--- config.mk ---
export PLATFORM = sky130hd
export DESIGN_NAME = cec_out
export DESIGN_NICKNAME = d
export VERILOG_FILES = /design/src/sv/cec_pkg.sv /design/src/sv/cec_out.sv
export SDC_FILE = /design/constraint.sdc
export NUM_CORES = 1
export LEC_CHECK = 0
export ABC_AREA = 1
export ABC_CLOCK_PERIOD_IN_PS = 7500
export BUFFER_PORTS_ARGS = -buffer_cell sky130_fd_sc_hd__buf_2
export CAP_MARGIN = 25
export CORE_ASPECT_RATIO = 1.5
export CORE_MARGIN = 2
export CORE_UTILIZATION = 55
export DETAILED_ROUTE_END_ITERATION = 10
export MAX_ROUTING_LAYER = met4
export PLACE_DENSITY = 0.77
export SLEW_MARGIN = 30
export SYNTH_ARGS = -nofsm -noshare
export SYNTH_HDL_FRONTEND = slang
export SYNTH_SLANG_ARGS = --single-unit
--- constraint.sdc ---
create_clock -name i_clk -period 7.5 [get_ports i_clk]
set_input_delay 0.375 -clock i_clk [delete_from_list [all_inputs] [get_ports i_clk]]
set_output_delay 0.375 -clock i_clk [all_outputs]
set_load 0.02 [all_outputs]
--- src/sv/cec_pkg.sv ---
`timescale 1ns / 1ps
package cec_pkg;

    localparam int LANES = 4;   // a_x, a_y, b_x, b_y
    localparam int QW    = 18;  // quotient bits of the response term
    localparam int DVW   = 52;  // divisor width: 2 * msum * dd
    localparam int NW    = 71;  // numerator width: 4 * mass * |q| + msum * dd
    localparam int IW    = 208;

    // a_pos_x, the last field declared, in the lowest bits
    typedef struct packed {
        logic [15:0] b_mass;
        logic [15:0] b_radius;
        logic [15:0] b_vel_y;
        logic [15:0] b_vel_x;
        logic [19:0] b_pos_y;
        logic [19:0] b_pos_x;
        logic [15:0] a_mass;
        logic [15:0] a_radius;
        logic [15:0] a_vel_y;
        logic [15:0] a_vel_x;
        logic [19:0] a_pos_y;
        logic [19:0] a_pos_x;
    } t_in;

    // lane 0 a_x, 1 a_y, 2 b_x, 3 b_y
    typedef struct packed {
        logic [LANES-1:0][15:0] vel;
        logic [LANES-1:0]       neg;
        logic                   hit;
    } t_side;

endpackage

--- src/sv/cec_out.sv ---
`timescale 1ns / 1ps
module cec_out import cec_pkg::*; (
    input  logic            i_clk,
    input  logic            i_rst_n,
    input  logic            i_valid,
    input  logic [QW-1:0]   i_q [LANES],
    input  t_side           i_side,
    output logic            o_en,
    output logic            o_m_tvalid,
    input  logic            i_m_tready,
    output logic [63:0]     o_m_tdata,
    output logic [1:0]      o_m_tuser
);

    logic signed [18:0] w_term [LANES];
    logic signed [19:0] w_sum  [LANES];
    logic [LANES-1:0][15:0] w_res;
    logic [LANES-1:0]   w_clip;
    logic [65:0]        w_word;

    logic        r_out_v, r_sk_v;
    logic [65:0] r_out, r_sk;
    logic        w_take;

    always_comb begin
        for (int l = 0; l < LANES; l++) begin
            w_term[l] = i_side.neg[l] ? -$signed({1'b0, i_q[l]}) : $signed({1'b0, i_q[l]});
            w_sum[l]  = $signed({{4{i_side.vel[l][15]}}, i_side.vel[l]})
                      + $signed({w_term[l][18], w_term[l]});
            if (!i_side.hit) begin
                w_res[l]  = i_side.vel[l];
                w_clip[l] = 1'b0;
            end else if (w_sum[l][19:15] != 5'b00000 && w_sum[l][19:15] != 5'b11111) begin
                w_res[l]  = w_sum[l][19] ? 16'h8000 : 16'h7fff;
                w_clip[l] = 1'b1;
            end else begin
                w_res[l]  = w_sum[l][15:0];
                w_clip[l] = 1'b0;
            end
        end
    end

    // word layout: tuser {clipped, hit} above tdata
    assign w_word = {|w_clip, i_side.hit, w_res};

    // output register plus skid slot; the pipe stops only while the skid is full
    assign o_en   = !r_sk_v;
    assign w_take = r_out_v && i_m_tready;

    always_ff @(posedge i_clk) begin
        if (!i_rst_n) begin
            r_out_v <= 1'b0;
            r_sk_v  <= 1'b0;
        end else if (!r_sk_v) begin
            if (!r_out_v || w_take) begin
                r_out_v <= i_valid;
            end else if (i_valid) begin
                r_sk_v <= 1'b1;
            end
        end else if (w_take) begin
            r_sk_v <= 1'b0;
        end
    end

    always_ff @(posedge i_clk) begin
        if (!r_sk_v) begin
            if (!r_out_v || w_take) begin
                r_out <= w_word;
            end else begin
                r_sk <= w_word;
            end
        end else if (w_take) begin
            r_out <= r_sk;
        end
    end

    assign o_m_tvalid = r_out_v;
    assign o_m_tdata  = r_out[63:0];
    assign o_m_tuser  = r_out[65:64];

endmodule

==> results.toml, run 1 <==
[run_status]
status = "complete, no violations"

[cts]
cts_buffer_depth = 2
clkTransAtPathRegs_ns = 0.06
h-tree-depth = 4
cts_num_sinks = 134
cts_resized = 0
cts_made_buffers = 17
cts_setup_buffers = 0
clock_latency_ns = 0.42
postCtsHoldBufs = 0
cts_root_buffer = "clkbuf_16"
tritoncts = "built"

[worst_hold_path]
hold_path_depth = 3
hp-class = "input port to register"
holdPathEnd = "o_m_tvalid"
hp-start = "i_rst_n"

[sta]
drv_slew = 0
post-route-period-util_pct = 54.3
tightest_slew_ns = 0.923
hold_viol_final = 0
finalCriticalPeriod_ns = 4.08
fmax_mhz = 245
rsz0062_at_grt = "no"
fin_ws_ns = 3.42
tns_ns = 0
max_slew_margin_pct = 38.5
fin_worst_skew_ns = 0.00714
finalSetupViolations = 0

[synthesis]
syn_avg_cell_area_um2 = 7.19
yosysTopAreaCellShare_pct = 30.4
yosys_register_bits = 134
synth_ff_type = "edfxtp_1"
synth.area.top_cells = "edfxtp_1 (30%), nand2_1 (17%), ha_1 (8.4%)"
synth_edf_count = 132
postSynthCellCount = 1815
yosys.cell_types.count = 44
yosysSeqAreaShare_pct = 30.7
syn_nets = 2052
synth_common_cells = "nand2_1 (599), inv_1 (167), nand3_1 (149)"
synth_area_um2 = 13000
ys_warn_count = 0
yosys.area.top_type = "edfxtp_1"
synthMostInstantiatedCell = "nand2_1"
ys_async_sr_fraction_pct = 0

[finish]
finalNetCount = 2241
antenna_cells = 0
syn2layout_area_growth_pct = 14.1
seqCellArea_um2 = 4010
num-fill-cells = 2187
multiInputGateArea_um2 = 8120
drive_gt1_share_pct = 17.9

[die]
ioPinCount = 213
die_area_um2 = 25000
die-width_um = 130
rows = 69
start_util_pct = 55.5
coreArea_um2 = 23500
die_h_um = 193

[place]
place.gp.congestion = 0.958
dp_hpwl_um = 26700
pre_cts_slack_ns = 3.01
port_buffers = 212

[grt]
grt_max_degree = 74
grt_pass1_wl_um = 55700
grt-ovfl-total = 0
antenna_found_initial = 0
track_usage_pct = 28.4
grt_pass1_vias = 12200

[setup_path]
timing.rr.start = "r_sk_v"
criticalPathCategory = "input port to register"
critPathRequiredTime_ns = 7.68
rr_endpoint = "r_out[18]"
reg2reg_slack_ns = 5.15
arrival_ns = 4.25
cp_max_fo = 30
cp-start-kind = "input port"
cp-end-kind = "register"
worstRegToRegCells = 5

[routing]
avgViaCountPerCell = 5.41
vias = 12600
drt_wl_total_um = 34600
drc_errors = 0
first_pass_iters = 5
drtAntennaViolNets = 0
wire_per_inst_um = 14.8
drt-initial-drc-count = 719

[job]
drv_cap = 0

[power_and_ir_drop]
vdd_drop_max_mv = 0.123
power_density_nw_per_um2 = 212
p_leak_nw = 7.23
## state kept, by name (all words and copies together) (netlist names)
| signal | flops |
|---|---|
| r_out | 66 |
| r_sk | 66 |
| o_m_tvalid | 1 |
| r_sk_v | 1 |
## layer usage
layer / track usage, % / up-vias / wire length [µm]
met5: - / - / 0
met4: 13.5 / 0 / 1310
met3: 2.50 / 89 / 1250
met2: 52.4 / 318 / 18500
met1: 30.4 / 5850 / 13600
li1: - / 6371 / -
## critical path: stages
cell and delay, ns:
buf_2 0.12, nor4_1 0.59, nand4_1 0.21, nor3_1 0.23
nand2_1 0.07, nand2_1 0.09, o21ai_0 0.13, xor2_1 0.17
ha_1 0.41, nand2_1 0.12, nor4_1 0.33, nand2_1 0.14
nand2_1 0.10, nand2_1 0.05, nand2_1 0.10, nand3_4 0.12
a21oi_4 0.60, nand2_1 0.13, nand3_1 0.10, nand2_1 0.07
## power breakdown
| group | switching, mW | internal [mW] |
|---|---|---|
| logic | 0.852 | 0.442 |
| registers | 0.0266 | 0.953 |
| clock network | 0.330 | 0.552 |
## cells by family after synthesis
family	share of synthesized area, %
AND/OR/NAND/NOR	35.2
buffers and inverters	7.30
AO/OA/AOI/OAI	10.1
flip-flops	30.7
XOR/XNOR	7.66
adder cells (fa/ha/maj)	9.06
## through the flow
| step | util [%] | cells | power (mW) | hold slack [ns] | cell area (µm²) |
|---|---|---|---|---|---|
| after floorplan | - | 1815 | 1.97 | 0.474 | 13000 |
| after detailed placement | 60.8 | 2304 | 2.28 | 0.502 | 14300 |
| final | 63.4 | 2334 | 3.16 | 0.200 | 14900 |
| after CTS | 63.4 | 2334 | 3.16 | 0.194 | 14900 |
| after global routing | 63.4 | 2334 | 3.34 | 0.216 | 14900 |
| after global placement | 60.7 | 2304 | 2.25 | 0.499 | 14300 |
## worst max path at each step
stage	slack (ns)	start	cells past startpoint	end
6_report	3.42	i_q[3]	20	r_out[58]
5_1_grt	3.02	i_q[3]	20	r_out[61]
4_1_cts	3.49	i_q[3]	20	r_out[52]
3_5_place_dp	3.01	i_q[3]	20	r_out[58]
3_3_place_gp	2.93	i_q[39]	25	r_out[17]
2_1_floorplan	1.72	r_sk_v	3	r_sk[0]
## layout by cell type, fill, tap and decap left out, types with 11 or more instances in the layout
| cell type | n |
|---|---|
| clkbuf_16 | 17 |
| a21boi_1 | 40 |
| xnor2_1 | 38 |
| or2_2 | 54 |
| nand3_2 | 27 |
| nand3_1 | 149 |
| inv_1 | 166 |
| a21boi_0 | 11 |
| o21ai_0 | 42 |
| a21oi_1 | 97 |
| nand2_1 | 599 |
| buf_2 | 211 |
| nor2_1 | 125 |
| edfxtp_1 | 132 |
| ha_1 | 88 |
| xor2_1 | 76 |
| nor3_1 | 17 |
| nand4_1 | 15 |
## area by class of cell
class                      instances  area share (%)
sequential                       134            26.9
clock buffer                      17            2.86
inverter                         176            4.44
clock inverter                    13            1.22
tap                              319            2.68
timing repair buffer             216            7.35
multi-input combinational       1459            54.5
No activity file was read; power rests on OpenSTA's default activity.
==> run 2, diff against run 1 <==
--- a/config.mk
+++ b/config.mk
@@ -6,7 +6,7 @@
 export NUM_CORES = 1
 export LEC_CHECK = 0
 export ABC_AREA = 1
-export ABC_CLOCK_PERIOD_IN_PS = 7500
+export ABC_CLOCK_PERIOD_IN_PS = 3800
 export BUFFER_PORTS_ARGS = -buffer_cell sky130_fd_sc_hd__buf_2
 export CAP_MARGIN = 25
 export CORE_ASPECT_RATIO = 1.5
==> constraint.sdc (replaced) <==
create_clock -name i_clk -period 3.8 [get_ports i_clk]
set_input_delay 0.19 -clock i_clk [delete_from_list [all_inputs] [get_ports i_clk]]
set_output_delay 0.19 -clock i_clk [all_outputs]
set_load 0.02 [all_outputs]
==> run 2 against run 1 <==
  * Critical path depth up 7
  * Final area rose by 1.9%
  * Combinational power is 110% higher
  * Sequential share of layout area is 0.49 points lower
  * Non-clock buffer count rose by 19
  * Critical path type unchanged
  * Critical endpoint is now r_out[39]
  * Highest routed layer unchanged
==> results.toml, run 2 (synthesized netlist as in run 1, its figures left out) <==
[sta]
post-route-period-util_pct = 88.4
fin_ws_ns = 0.442
max_slew_margin_pct = 38.4
drv_slew = 0
tightest_slew_ns = 0.923
finalCriticalPeriod_ns = 3.36
timing.hold.ws_ns = 0.0970
rsz0062_at_grt = "no"
finalSetupViolations = 0
fin_worst_skew_ns = 0.00685
hold_viol_final = 0
fmax_mhz = 298

[grt]
grt_pass1_vias = 12300
use_met3_pct = 2.47
grt_util_met1_pct = 31.7
antenna_found_initial = 1
grt-ovfl-total = 0
grt_max_degree = 68
track_usage_pct = 29.5
grt-busiest-layer = "met2"
grt_use_met2_pct = 54.4
grt_pass1_wl_um = 57500

[finish]
stdcell_count = 2356
reg_top3 = "r_out: 66 flops, r_sk: 66 flops"
drive_gt1_share_pct = 19.0
postLayoutCoreUtil_pct = 64.6
final_common_cell = "nand2_1"
syn2layout_area_growth_pct = 16.2
final_cell_mix = "nand2_1 (599), buf_2 (212), inv_1 (166)"
finalNetCount = 2260

[place]
port_buffers = 212
pre_cts_slack_ns = -0.00107
dp_hpwl_um = 28400
dp.cells = 2321
place.gp.congestion = 1.01

[cts]
h-tree-depth = 4
cts_root_buffer = "clkbuf_16"
cts_made_buffers = 17
cts_num_sinks = 134
clkTransAtPathRegs_ns = 0.06
cts_buffer_depth = 2
clock_latency_ns = 0.42
tritoncts = "built"

[setup_path]
cp_max_fo = 30
critPathMaxStageDelay_ns = 0.33
critPathRequiredTime_ns = 3.97
arrival_ns = 3.53
cp-start-kind = "input port"
critPathTopFamily = "simple AND/OR/NAND/NOR gates"
crit_top_cell = "nand2_1"
critPathSlowestCell = "ha_1"
cp-end-kind = "register"
cp.buffers_inverters = 5
criticalPathCategory = "input port to register"

[die]
rows = 69
ioPinCount = 213
start_util_pct = 55.5
coreArea_um2 = 23500
die-width_um = 130
die_area_um2 = 25000
die_h_um = 193

[run_status]
status = "complete, no violations"

[routing]
wire_per_inst_um = 15.2
drt_wl_total_um = 35900
drtAntennaViolNets = 0
drt-initial-drc-count = 606
first_pass_iters = 5
avgViaCountPerCell = 5.34
vias = 12600
drc_errors = 0

[job]
drv_cap = 0

[worst_hold_path]
hp-class = "input port to register"

[power_and_ir_drop]
finalPower_mw = 6.34
power_density_nw_per_um2 = 418
p_leak_nw = 7.37
vdd_drop_max_mv = 0.258
## run 2: changes by cell type in the layout (fill, tap and decap cells not counted), moves of 2 or more
cell,previous run,this run
buf_12,0,10
buf_4,5,12
clkinv_1,5,2
clkinv_4,2,5
a21oi_2,2,4
a21oi_4,5,3
clkinv_2,0,2
ha_1,88,86
ha_2,0,2
nor3_1,17,15
## run 2: tightest hold or removal path, delay by kind of cell
family	cells	cell delay, ns
and+or+nand+nor	2	0.20
buffers and inverters	1	0.09
## run 2: timing repair
item | in CTS | in global routing
buffers inserted | 0 | 1
hold endpoints to repair | 1 | 0
setup endpoints to repair | 0 | 23
gates resized for setup | 0 | 5
hold buffers | 1 | 0
## run 2: layout make-up
cell class	instances	area, µm²
tap	319	399
multi-input combinational	1459	8130
clock inverter	14	176
inverter	176	661
timing repair buffer	235	1360
sequential	134	4010
fill	2234	8320
antenna	1	2.50
clock buffer	18	429
## run 2: power by group
| group | switching [mW] | internal (mW) | leakage (nW) |
|---|---|---|---|
| Sequential | 0.0589 | 1.88 | 1.28 |
| Clock | 0.666 | 1.04 | 0.291 |
| Combinational | 1.73 | 0.966 | 5.79 |
## run 2: worst paths after layout
| check | from | end | slack, ns | cells past startpoint |
|---|---|---|---|---|
| max | i_q[18] | r_out[39] | 0.44 | 27 |
| min | i_valid | r_sk_v | 0.1 | 3 |
| max reg2reg | r_sk_v | r_out[50] | 1.85 | 4 |
| min reg2reg | r_sk[47] | r_out[47] | 0.51 | 2 |
## run 2: metal layers
| layer | routed length (µm) | part of all wire, % |
|---|---|---|
| met3 | 1170 | 3.3 |
| met5 | 0 | 0 |
| met1 | 14000 | 39 |
| met2 | 19100 | 53 |
| met4 | 1500 | 4.2 |
## run 2: stage by stage
stage,instance area [µm²],TNS [ns]
2_1_floorplan,13100,0
3_3_place_gp,14500,0
3_5_place_dp,14500,-0.00130
4_1_cts,15100,0
5_1_grt,15200,0
6_report,15200,0
